<file path="config.mk">
export PLATFORM = sky130hd
export DESIGN_NAME = refcounted_open_table_unit_flat
export DESIGN_NICKNAME = d
export VERILOG_FILES = /design/src/rtl/core/rot_pkg.sv /design/src/rtl/core/rot_if.sv /design/src/rtl/core/rot_table.sv /design/src/rtl/core/rot_ctrl.sv /design/src/rtl/core/refcounted_open_table_unit.sv /design/src/flat_wrapper.sv
export SDC_FILE = /design/constraint.sdc
export NUM_CORES = 1
export LEC_CHECK = 0
export ABC_CLOCK_PERIOD_IN_PS = 5000
export BUFFER_PORTS_ARGS = -buffer_cell sky130_fd_sc_hd__buf_2
export CELL_PAD_IN_SITES_DETAIL_PLACEMENT = 0
export CELL_PAD_IN_SITES_GLOBAL_PLACEMENT = 1
export CORE_ASPECT_RATIO = 1.1
export CORE_MARGIN = 2
export CORE_UTILIZATION = 55
export DETAILED_ROUTE_END_ITERATION = 7
export PLACE_DENSITY = 0.91
export SLEW_MARGIN = 20
export SYNTH_ARGS = -nofsm -noshare
export SYNTH_HDL_FRONTEND = slang
export SYNTH_SLANG_ARGS = --single-unit
</file>
<file path="constraint.sdc">
create_clock -name clk -period 5 [get_ports clk]
set_clock_uncertainty 0.05 [all_clocks]
set_input_delay 1 -clock clk [delete_from_list [all_inputs] [get_ports clk]]
set_output_delay 1 -clock clk [all_outputs]
set_load 0.005 [all_outputs]
</file>
<file path="src/rtl/core/rot_pkg.sv">
// Shared types, widths and codes for the reference-counted open table.
package rot_pkg;

  // Fixed field widths of the request and response beats and the table count
  localparam int unsigned OP_BITS     = 1;
  localparam int unsigned SECTOR_BITS = 10;
  localparam int unsigned SLOT_BITS   = 4;
  localparam int unsigned STATUS_BITS = 2;
  localparam int unsigned COUNT_BITS  = 16;

  // Parameter defaults
  localparam int unsigned TABLE_ENTRIES_DEF = 16;
  localparam int unsigned KEY_BITS_DEF      = 10;

  // Operation codes
  localparam logic [OP_BITS-1:0] OP_OPEN  = 1'b0;
  localparam logic [OP_BITS-1:0] OP_CLOSE = 1'b1;

  // Status codes
  localparam logic [STATUS_BITS-1:0] ST_OK       = 2'd0;
  localparam logic [STATUS_BITS-1:0] ST_FULL     = 2'd1;
  localparam logic [STATUS_BITS-1:0] ST_NOT_OPEN = 2'd2;

  typedef struct packed {
    logic [OP_BITS-1:0]     operation;
    logic [SECTOR_BITS-1:0] sector;
    logic [SLOT_BITS-1:0]   slot;
  } rot_req_t;

  typedef struct packed {
    logic [SLOT_BITS-1:0]   result_slot;
    logic [STATUS_BITS-1:0] status;
    logic                   released;
  } rot_rsp_t;

  // Table write controls from the sequencer
  typedef struct packed {
    logic wr_key;
    logic wr_count;
    logic set_valid;
    logic clr_valid;
  } rot_wr_ctl_t;

endpackage

</file>
<file path="src/rtl/core/rot_if.sv">
// Request and response channel interfaces of the open table.
interface rot_req_if;
  import rot_pkg::*;

  logic                   valid;
  logic                   ready;
  logic [OP_BITS-1:0]     operation;
  logic [SECTOR_BITS-1:0] sector;
  logic [SLOT_BITS-1:0]   slot;

  modport source (output valid, output operation, output sector, output slot, input ready);
  modport sink   (input valid, input operation, input sector, input slot, output ready);
endinterface

interface rot_rsp_if;
  import rot_pkg::*;

  logic                   valid;
  logic                   ready;
  logic [SLOT_BITS-1:0]   result_slot;
  logic [STATUS_BITS-1:0] status;
  logic                   released;

  modport source (output valid, output result_slot, output status, output released,
                  input ready);
  modport sink   (input valid, input result_slot, input status, input released,
                  output ready);
endinterface

</file>
<file path="src/rtl/core/rot_table.sv">
// Entry storage: valid flops plus key and count memories with registered read.
module rot_table #(
  parameter int unsigned TABLE_ENTRIES = rot_pkg::TABLE_ENTRIES_DEF,
  parameter int unsigned KEY_BITS      = rot_pkg::KEY_BITS_DEF,
  parameter int unsigned IDX_W         = $clog2(TABLE_ENTRIES)
) (
  input  logic                            clk,
  input  logic                            rst_n,
  input  logic [IDX_W-1:0]                rd_addr,
  output logic [KEY_BITS-1:0]             rd_key,
  output logic [rot_pkg::COUNT_BITS-1:0]  rd_count,
  output logic [TABLE_ENTRIES-1:0]        valid_vec,
  input  rot_pkg::rot_wr_ctl_t            wr_ctl,
  input  logic [IDX_W-1:0]                wr_addr,
  input  logic [KEY_BITS-1:0]             wr_key,
  input  logic [rot_pkg::COUNT_BITS-1:0]  wr_count
);
  import rot_pkg::*;

  logic [KEY_BITS-1:0]      key_mem   [TABLE_ENTRIES];
  logic [COUNT_BITS-1:0]    count_mem [TABLE_ENTRIES];
  logic [TABLE_ENTRIES-1:0] valid_r;

  assign valid_vec = valid_r;

  // Valid marks, cleared at reset
  always_ff @(posedge clk) begin
    if (!rst_n) begin
      valid_r <= '0;
    end else if (wr_ctl.set_valid) begin
      valid_r[wr_addr] <= 1'b1;
    end else if (wr_ctl.clr_valid) begin
      valid_r[wr_addr] <= 1'b0;
    end
  end

  // Key and count memories, one write and one registered read port each
  always_ff @(posedge clk) begin
    if (wr_ctl.wr_key) begin
      key_mem[wr_addr] <= wr_key;
    end
    if (wr_ctl.wr_count) begin
      count_mem[wr_addr] <= wr_count;
    end
    rd_key   <= key_mem[rd_addr];
    rd_count <= count_mem[rd_addr];
  end

endmodule

</file>
<file path="src/rtl/core/rot_ctrl.sv">
// Sequencer: scans the table one entry per cycle and applies open/close updates.
module rot_ctrl #(
  parameter int unsigned TABLE_ENTRIES = rot_pkg::TABLE_ENTRIES_DEF,
  parameter int unsigned KEY_BITS      = rot_pkg::KEY_BITS_DEF,
  parameter int unsigned IDX_W         = $clog2(TABLE_ENTRIES)
) (
  input  logic                            clk,
  input  logic                            rst_n,
  // request side
  input  logic                            req_valid,
  output logic                            req_ready,
  input  rot_pkg::rot_req_t               req,
  // result side
  input  logic                            res_free,
  output logic                            res_valid,
  output rot_pkg::rot_rsp_t               res,
  // table access
  output logic [IDX_W-1:0]                rd_addr,
  input  logic [KEY_BITS-1:0]             rd_key,
  input  logic [rot_pkg::COUNT_BITS-1:0]  rd_count,
  input  logic [TABLE_ENTRIES-1:0]        valid_vec,
  output rot_pkg::rot_wr_ctl_t            wr_ctl,
  output logic [IDX_W-1:0]                wr_addr,
  output logic [KEY_BITS-1:0]             wr_key,
  output logic [rot_pkg::COUNT_BITS-1:0]  wr_count
);
  import rot_pkg::*;

  localparam int unsigned CNT_W = IDX_W + 1;
  localparam int unsigned SXW   = IDX_W + SLOT_BITS;
  localparam int unsigned KXW   = KEY_BITS + SECTOR_BITS;

  localparam logic [2:0] S_IDLE     = 3'd0;
  localparam logic [2:0] S_SCAN     = 3'd1;
  localparam logic [2:0] S_COMMIT   = 3'd2;
  localparam logic [2:0] S_CLOSE_RD = 3'd3;
  localparam logic [2:0] S_CLOSE_EV = 3'd4;
  localparam logic [2:0] S_DONE     = 3'd5;

  localparam logic [COUNT_BITS-1:0] COUNT_MAX = '1;
  localparam logic [COUNT_BITS-1:0] COUNT_ONE = COUNT_BITS'(1);

  logic [2:0]            state_r, state_nxt;
  logic [KEY_BITS-1:0]   key_r, key_nxt;
  logic [SLOT_BITS-1:0]  slot_raw_r, slot_raw_nxt;
  logic [IDX_W-1:0]      slot_idx_r, slot_idx_nxt;
  logic [CNT_W-1:0]      idx_r, idx_nxt;
  logic                  cmp_vld_r, cmp_vld_nxt;
  logic [IDX_W-1:0]      cmp_idx_r, cmp_idx_nxt;
  logic                  hit_found_r, hit_found_nxt;
  logic [IDX_W-1:0]      hit_idx_r, hit_idx_nxt;
  logic [COUNT_BITS-1:0] hit_count_r, hit_count_nxt;
  logic                  free_found_r, free_found_nxt;
  logic [IDX_W-1:0]      free_idx_r, free_idx_nxt;
  rot_rsp_t              res_r, res_nxt;

  // Request field widening
  logic [KXW-1:0]        sector_ext;
  logic [SXW-1:0]        slot_ext;
  logic [SXW-1:0]        hit_ext;
  logic [SXW-1:0]        free_ext;
  logic                  slot_in_range;

  assign sector_ext    = {{KEY_BITS{1'b0}}, req.sector};
  assign slot_ext      = {{IDX_W{1'b0}}, req.slot};
  assign slot_in_range = slot_ext < SXW'(TABLE_ENTRIES);
  assign hit_ext       = {{SLOT_BITS{1'b0}}, hit_idx_r};
  assign free_ext      = {{SLOT_BITS{1'b0}}, free_idx_r};

  assign req_ready = (state_r == S_IDLE);
  assign res_valid = (state_r == S_DONE) && res_free;
  assign res       = res_r;

  // Sequencer next state
  always_comb begin
    state_nxt      = state_r;
    key_nxt        = key_r;
    slot_raw_nxt   = slot_raw_r;
    slot_idx_nxt   = slot_idx_r;
    idx_nxt        = idx_r;
    cmp_vld_nxt    = 1'b0;
    cmp_idx_nxt    = cmp_idx_r;
    hit_found_nxt  = hit_found_r;
    hit_idx_nxt    = hit_idx_r;
    hit_count_nxt  = hit_count_r;
    free_found_nxt = free_found_r;
    free_idx_nxt   = free_idx_r;
    res_nxt        = res_r;
    rd_addr        = idx_r[IDX_W-1:0];
    wr_ctl         = '0;
    wr_addr        = hit_idx_r;
    wr_key         = key_r;
    wr_count       = COUNT_ONE;

    unique case (state_r)
      S_IDLE: begin
        if (req_valid) begin
          key_nxt        = sector_ext[KEY_BITS-1:0];
          slot_raw_nxt   = req.slot;
          slot_idx_nxt   = slot_ext[IDX_W-1:0];
          idx_nxt        = '0;
          hit_found_nxt  = 1'b0;
          free_found_nxt = 1'b0;
          if (req.operation == OP_OPEN) begin
            state_nxt = S_SCAN;
          end else if (slot_in_range && valid_vec[slot_ext[IDX_W-1:0]]) begin
            state_nxt = S_CLOSE_RD;
          end else begin
            res_nxt.result_slot = req.slot;
            res_nxt.status      = ST_NOT_OPEN;
            res_nxt.released    = 1'b0;
            state_nxt           = S_DONE;
          end
        end
      end

      S_SCAN: begin
        // issue one read per cycle
        if (idx_r != CNT_W'(TABLE_ENTRIES)) begin
          cmp_vld_nxt = 1'b1;
          cmp_idx_nxt = idx_r[IDX_W-1:0];
          idx_nxt     = idx_r + CNT_W'(1);
        end else begin
          state_nxt = S_COMMIT;
        end
        // compare the entry read last cycle
        if (cmp_vld_r) begin
          if (valid_vec[cmp_idx_r]) begin
            if (!hit_found_r && rd_key == key_r) begin
              hit_found_nxt = 1'b1;
              hit_idx_nxt   = cmp_idx_r;
              hit_count_nxt = rd_count;
            end
          end else if (!free_found_r) begin
            free_found_nxt = 1'b1;
            free_idx_nxt   = cmp_idx_r;
          end
        end
      end

      S_COMMIT: begin
        res_nxt.released = 1'b0;
        if (hit_found_r) begin
          wr_ctl.wr_count     = 1'b1;
          wr_addr             = hit_idx_r;
          wr_count            = (hit_count_r == COUNT_MAX) ? hit_count_r
                                                           : hit_count_r + COUNT_ONE;
          res_nxt.result_slot = hit_ext[SLOT_BITS-1:0];
          res_nxt.status      = ST_OK;
        end else if (free_found_r) begin
          wr_ctl.wr_key       = 1'b1;
          wr_ctl.wr_count     = 1'b1;
          wr_ctl.set_valid    = 1'b1;
          wr_addr             = free_idx_r;
          wr_count            = COUNT_ONE;
          res_nxt.result_slot = free_ext[SLOT_BITS-1:0];
          res_nxt.status      = ST_OK;
        end else begin
          res_nxt.result_slot = '0;
          res_nxt.status      = ST_FULL;
        end
        state_nxt = S_DONE;
      end

      S_CLOSE_RD: begin
        rd_addr   = slot_idx_r;
        state_nxt = S_CLOSE_EV;
      end

      S_CLOSE_EV: begin
        wr_addr             = slot_idx_r;
        res_nxt.result_slot = slot_raw_r;
        res_nxt.status      = ST_OK;
        if (rd_count <= COUNT_ONE) begin
          wr_ctl.clr_valid = 1'b1;
          res_nxt.released = 1'b1;
        end else begin
          wr_ctl.wr_count  = 1'b1;
          wr_count         = rd_count - COUNT_ONE;
          res_nxt.released = 1'b0;
        end
        state_nxt = S_DONE;
      end

      S_DONE: begin
        if (res_free) begin
          state_nxt = S_IDLE;
        end
      end

      default: begin
        state_nxt = S_IDLE;
      end
    endcase
  end

  // Control registers
  always_ff @(posedge clk) begin
    if (!rst_n) begin
      state_r   <= S_IDLE;
      cmp_vld_r <= 1'b0;
    end else begin
      state_r   <= state_nxt;
      cmp_vld_r <= cmp_vld_nxt;
    end
  end

  // Working registers
  always_ff @(posedge clk) begin
    key_r        <= key_nxt;
    slot_raw_r   <= slot_raw_nxt;
    slot_idx_r   <= slot_idx_nxt;
    idx_r        <= idx_nxt;
    cmp_idx_r    <= cmp_idx_nxt;
    hit_found_r  <= hit_found_nxt;
    hit_idx_r    <= hit_idx_nxt;
    hit_count_r  <= hit_count_nxt;
    free_found_r <= free_found_nxt;
    free_idx_r   <= free_idx_nxt;
    res_r        <= res_nxt;
  end

endmodule

</file>
<file path="src/rtl/core/refcounted_open_table_unit.sv">
// Top level of the reference-counted open table: sequencer, storage, output register.
//
// Usage: requests arrive on in_req (operation, sector, slot), one beat per
// request. Open (operation 0) looks up the sector key in the table and returns
// the matching slot with its count raised (saturating), or allocates the
// lowest free slot with count 1; a full table returns status 1. Close
// (operation 1) lowers the count of an open slot and frees it at zero,
// flagging released; a free or out-of-range slot returns status 2.
// Every request yields exactly one beat on out_rsp.
// Flow: an open walks the table one entry per cycle through a single
// registered memory read port and one key comparator, then commits its
// update and result. A close of an open slot reads its count, then writes
// it back lowered or frees the slot; a free or out-of-range slot skips the read.
// in_req.ready is high only while the sequencer is idle; one request is
// in flight at a time.
// A result sits in the output register while the sequencer takes the next
// request; if out_rsp stays stalled, the following result waits in the
// sequencer and no further request is accepted until it drains.
// Reset (rst_n low, synchronous) marks all slots free and drops any result.
module refcounted_open_table_unit #(
  parameter int unsigned TABLE_ENTRIES = rot_pkg::TABLE_ENTRIES_DEF,
  parameter int unsigned KEY_BITS      = rot_pkg::KEY_BITS_DEF
) (
  input  logic      clk,
  input  logic      rst_n,
  rot_req_if.sink   in_req,
  rot_rsp_if.source out_rsp
);
  import rot_pkg::*;

  localparam int unsigned IDX_W = $clog2(TABLE_ENTRIES);

  rot_req_t              req;
  rot_rsp_t              res;
  logic                  res_valid;
  logic                  res_free;
  logic                  req_ready;
  logic [IDX_W-1:0]      rd_addr;
  logic [KEY_BITS-1:0]   rd_key;
  logic [COUNT_BITS-1:0] rd_count;
  logic [TABLE_ENTRIES-1:0] valid_vec;
  rot_wr_ctl_t           wr_ctl;
  logic [IDX_W-1:0]      wr_addr;
  logic [KEY_BITS-1:0]   wr_key;
  logic [COUNT_BITS-1:0] wr_count;

  logic                  out_valid_r;
  rot_rsp_t              out_data_r;

  assign req.operation = in_req.operation;
  assign req.sector    = in_req.sector;
  assign req.slot      = in_req.slot;
  assign in_req.ready  = req_ready;

  rot_ctrl #(
    .TABLE_ENTRIES (TABLE_ENTRIES),
    .KEY_BITS      (KEY_BITS),
    .IDX_W         (IDX_W)
  ) u_ctrl (
    .clk       (clk),
    .rst_n     (rst_n),
    .req_valid (in_req.valid),
    .req_ready (req_ready),
    .req       (req),
    .res_free  (res_free),
    .res_valid (res_valid),
    .res       (res),
    .rd_addr   (rd_addr),
    .rd_key    (rd_key),
    .rd_count  (rd_count),
    .valid_vec (valid_vec),
    .wr_ctl    (wr_ctl),
    .wr_addr   (wr_addr),
    .wr_key    (wr_key),
    .wr_count  (wr_count)
  );

  rot_table #(
    .TABLE_ENTRIES (TABLE_ENTRIES),
    .KEY_BITS      (KEY_BITS),
    .IDX_W         (IDX_W)
  ) u_table (
    .clk       (clk),
    .rst_n     (rst_n),
    .rd_addr   (rd_addr),
    .rd_key    (rd_key),
    .rd_count  (rd_count),
    .valid_vec (valid_vec),
    .wr_ctl    (wr_ctl),
    .wr_addr   (wr_addr),
    .wr_key    (wr_key),
    .wr_count  (wr_count)
  );

  // Output register: free when empty or being taken this cycle
  assign res_free = !out_valid_r || out_rsp.ready;

  always_ff @(posedge clk) begin
    if (!rst_n) begin
      out_valid_r <= 1'b0;
    end else if (res_valid) begin
      out_valid_r <= 1'b1;
    end else if (out_rsp.ready) begin
      out_valid_r <= 1'b0;
    end
  end

  always_ff @(posedge clk) begin
    if (res_valid) begin
      out_data_r <= res;
    end
  end

  assign out_rsp.valid       = out_valid_r;
  assign out_rsp.result_slot = out_data_r.result_slot;
  assign out_rsp.status      = out_data_r.status;
  assign out_rsp.released    = out_data_r.released;

endmodule

</file>
<file path="src/flat_wrapper.sv">
// flat-port wrapper written by rule: the top's interface ports become plain ports
module refcounted_open_table_unit_flat import rot_pkg::*;
#(
  parameter int unsigned TABLE_ENTRIES = rot_pkg::TABLE_ENTRIES_DEF,
  parameter int unsigned KEY_BITS      = rot_pkg::KEY_BITS_DEF
)
  (clk, rst_n, in_req_valid, in_req_operation, in_req_sector, in_req_slot, in_req_ready, out_rsp_valid, out_rsp_result_slot, out_rsp_status, out_rsp_released, out_rsp_ready);
  rot_req_if in_req_i ();
  rot_rsp_if out_rsp_i ();
  input  logic clk;
  input  logic rst_n;
  input wire logic [$bits(in_req_i.valid)-1:0] in_req_valid;
  input wire logic [$bits(in_req_i.operation)-1:0] in_req_operation;
  input wire logic [$bits(in_req_i.sector)-1:0] in_req_sector;
  input wire logic [$bits(in_req_i.slot)-1:0] in_req_slot;
  output wire logic [$bits(in_req_i.ready)-1:0] in_req_ready;
  output wire logic [$bits(out_rsp_i.valid)-1:0] out_rsp_valid;
  output wire logic [$bits(out_rsp_i.result_slot)-1:0] out_rsp_result_slot;
  output wire logic [$bits(out_rsp_i.status)-1:0] out_rsp_status;
  output wire logic [$bits(out_rsp_i.released)-1:0] out_rsp_released;
  input wire logic [$bits(out_rsp_i.ready)-1:0] out_rsp_ready;
  assign in_req_i.valid = in_req_valid;
  assign in_req_i.operation = in_req_operation;
  assign in_req_i.sector = in_req_sector;
  assign in_req_i.slot = in_req_slot;
  assign in_req_ready = in_req_i.ready;
  assign out_rsp_valid = out_rsp_i.valid;
  assign out_rsp_result_slot = out_rsp_i.result_slot;
  assign out_rsp_status = out_rsp_i.status;
  assign out_rsp_released = out_rsp_i.released;
  assign out_rsp_i.ready = out_rsp_ready;
  refcounted_open_table_unit #(.TABLE_ENTRIES(TABLE_ENTRIES), .KEY_BITS(KEY_BITS)) u_core (.clk(clk), .rst_n(rst_n), .in_req(in_req_i), .out_rsp(out_rsp_i));
endmodule
</file>
==> flow_summary_export.csv <==
group,metric,value,unit
drt,antenna_left,0,
floorplan,core_area,0.0420,mm2
logic_synthesis,synth_seq_area_share,65.8,%
sta,worst_pin_slew,1.16,ns
logic_synthesis,synth_area_per_cell,15.4,um2
place,dp_hpwl,31.6,mm
drt,drc,0,
logic_synthesis,syn_area,0.0233,mm2
sta,max_clock_freq,0.280,GHz
clock_network,clk_path_buf_depth,3,
global_route,track_usage,23.1,%
power_and_ir_drop,p_leak,9.42,nW
place,port_buffers,27,
worst_setup_path,endpoint_kind,"flop",
logic_synthesis,synth_area_leaders,"edfxtp_1 (62%), mux2i_1 (13%), dfxtp_1 (4.0%)",
clock_network,cts_tree,"yes",
finish,diodes,0,
sta,hold_violations,0,
power_and_ir_drop,p_per_area,470,mW/mm2
clock_network,clock-root-buffer,"clkbuf_16",
clock_network,hold_buffers,0,
logic_synthesis,ys_ff_latch,526,
global_route,overflow,0,
finish,final_util,60.6,%
worst_setup_path,arrival,3.78,ns
hold_path,worstHoldPathType,"flop to flop",
logic_synthesis,yosys_warnings,0,
logic_synthesis,synth_ff_type,"edfxtp_1",
finish,nets,1559,
finish,fin_cells,2139,
clock_network,clk_pin_slew_worst_paths,0.07,ns
clock_network,post-cts-setup-buffer-count,0,
place,dp.cells,2054,
clock_network,cts.sinks,526,
sta,final-setup-viol-count,0,
worst_setup_path,cp_slowest_cell,"dfxtp_1",
floorplan,die-width,200,um
place,gp_congestion,0.870,
floorplan,design.portCount,28,
logic_synthesis,yosysUniqueCellTypes,76,
drt,via_per_inst,6.34,
power_and_ir_drop,power,12.0,mW
global_route,grt_antenna_before_repair,1,
worst_setup_path,path_cells,"or3b_1, o211ai_1, a211oi_2, o21ai_1, nor2_1, buf_4",
global_route,grt_pass1_wl,78.5,mm
status,status,"complete, no violations",
drt,dr.first_iter.drc_count,1205,
finish,area_growth_syn_to_layout,9.29,%
drt,drt_wl_total,51.5,mm
logic_synthesis,synth_nets,1536,
clock_network,cts_buffers,46,
finish,drive_gt1_share,15.2,%
job,drv_cap,0,
sta,min_period_over_period,71.4,%
logic_synthesis,synth_edf_count,479,
global_route,grt_max_degree,71,
sta,tns,0,ns
clock_network,ctsResizeCount,0,
sta,rsz0062_at_grt,"no",
worst_setup_path,start_kind,"flop",
worst_setup_path,max_stage_delay,0.91,ns
worst_setup_path,critical_path_class,"flop to flop",
logic_synthesis,syn-instance-count,1512,
power_and_ir_drop,peakVddDrop,0.000439,V
drt,vias,13600,
floorplan,die_y,220,um
clock_network,cts.htree.levels,2,
floorplan,dieArea,0.0440,mm2
logic_synthesis,synth_top_area_cell,"edfxtp_1",
drt,first_pass_iters,6,
floorplan,placementRows,79,
sta,layout_min_cycle_time,3.57,ns
floorplan,initial_core_util,55.4,%
logic_synthesis,ys_async_sr_fraction,0,%
sta,slew_violations,0,
worst_setup_path,required,5.21,ns
sta,maxSlewHeadroom,22.4,%
logic_synthesis,synth_top_area_share,61.8,%
worst_setup_path,path_max_fanout,25,
global_route,grt_pass1_vias,13700,
clock_network,clock_latency,0.56,ns
drt,wl_per_cell,24.1,um
## worst max-delay path: cells and delay by family (launching register included)
family | cells | cell delay, ns
AO/OA/AOI/OAI | 3 | 0.93
buffers and inverters | 1 | 0.33
flip-flops | 1 | 0.91
AND/OR/NAND/NOR | 2 | 1.04
## path summary, 6_finish.rpt
path,startpoint,to,slack (ns),cells past startpoint
max,u_core.u_ctrl.state_r[0],u_core.u_table.count_mem[9][9],1.43,6
max reg2reg,u_core.u_ctrl.state_r[0],u_core.u_table.count_mem[9][9],1.43,6
min,u_core.u_ctrl.res[2],u_core.out_rsp.status[1],0.38,0
min reg2reg,u_core.u_ctrl.res[2],u_core.out_rsp.status[1],0.38,0
## stage by stage
step	worst slack, ns	hold WS [ns]	area, um2
floorplan	1.90	0.350	23300
global placement	1.68	0.359	24000
detailed placement	1.53	0.366	24000
CTS	1.53	0.372	25400
global route	1.24	0.389	25400
finish	1.43	0.375	25400
## synthesized netlist by cell type, drive strengths merged, types with 9 or more instances
master    n
xnor2    19
inv      79
buf      54
xor2     12
o21ai    16
mux4     10
nor4      9
nand2    17
nand3    28
a21boi   18
clkbuf   39
o22ai    15
o211ai    9
a211oi  109
mux2     55
a21oi     9
nor2     38
edfxtp  479
dfxtp    47
o31ai    17
o221ai   26
mux2i   292
o32a     26
## state kept, by name, summed over array words and instances, names as in the netlist, named ones only
signal,flops
u_core.u_ctrl.idx_r,5
u_core.u_table.count_mem,256
u_core.u_ctrl.res,7
u_core.u_ctrl.wr_key,10
u_core.out_rsp.released,1
u_core.u_table.rd_count,16
u_core.u_ctrl.free_found_r,1
u_core.u_table.key_mem,160
u_core.u_ctrl.hit_found_r,1
u_core.u_ctrl.slot_idx_r,4
u_core.out_rsp.result_slot,4
u_core.u_ctrl.hit_idx_r,4
u_core.u_ctrl.cmp_vld_r,1
u_core.u_table.rd_key,10
u_core.u_ctrl.hit_count_r,16
u_core.u_ctrl.free_idx_r,4
u_core.u_ctrl.state_r,3
u_core.u_ctrl.cmp_idx_r,4
u_core.out_rsp.valid,1
u_core.out_rsp.status,2
## report_power, final
part / leakage (nW) / switching (mW) / internal [mW]
Clock: 0.684 / 1.54 / 1.84
Sequential: 4.77 / 0.339 / 5.19
Combinational: 3.96 / 1.78 / 1.27
## routing by layer
metal | GRT usage [%] | wire length [um]
met4 | 7.89 | 1120
met2 | 38.8 | 25200
met3 | 3.25 | 4110
met1 | 31.3 | 21100
met5 | 0 | 10
## area by class of cell
| cell class | instances | area, um2 |
|---|---|---|
| fillers | 3031 | 16600 |
| flip-flops and latches | 526 | 15300 |
| multi-input cells | 814 | 7220 |
| clock buffers | 57 | 1210 |
| well taps | 567 | 709 |
| repair buffers | 68 | 465 |
| inverters | 79 | 297 |
| clock inverters | 28 | 210 |
## cells in the final DEF (no fill, tap or decap), drive strengths merged, types with 17 or more instances in the layout
cell type / netlist / final
mux2i: 292 / 292
o32a: 26 / 26
o221ai: 26 / 26
inv: 79 / 83
buf: 54 / 68
nand2: 17 / 17
clkbuf: 39 / 57
a211oi: 109 / 109
o31ai: 17 / 17
nand3: 28 / 28
edfxtp: 479 / 479
dfxtp: 47 / 47
nor2: 38 / 38
a21boi: 18 / 18
clkinv: 0 / 17
xnor2: 19 / 19
mux2: 55 / 55
## kinds of logic (layout without fill, tap and decap cells)
family / after synthesis / in the layout / synth area share [%]
adders and majority gates: 5 / 5 / 0.269
xor gates and xnor gates: 31 / 31 / 1.17
buffers and inverters: 172 / 232 / 3.35
DFF: 526 / 526 / 65.8
muxes: 357 / 357 / 16.2
AOI/OAI and AO/OA: 277 / 277 / 9.57
and+or+nand+nor: 144 / 144 / 3.60
(Power assumes the default switching activity.)
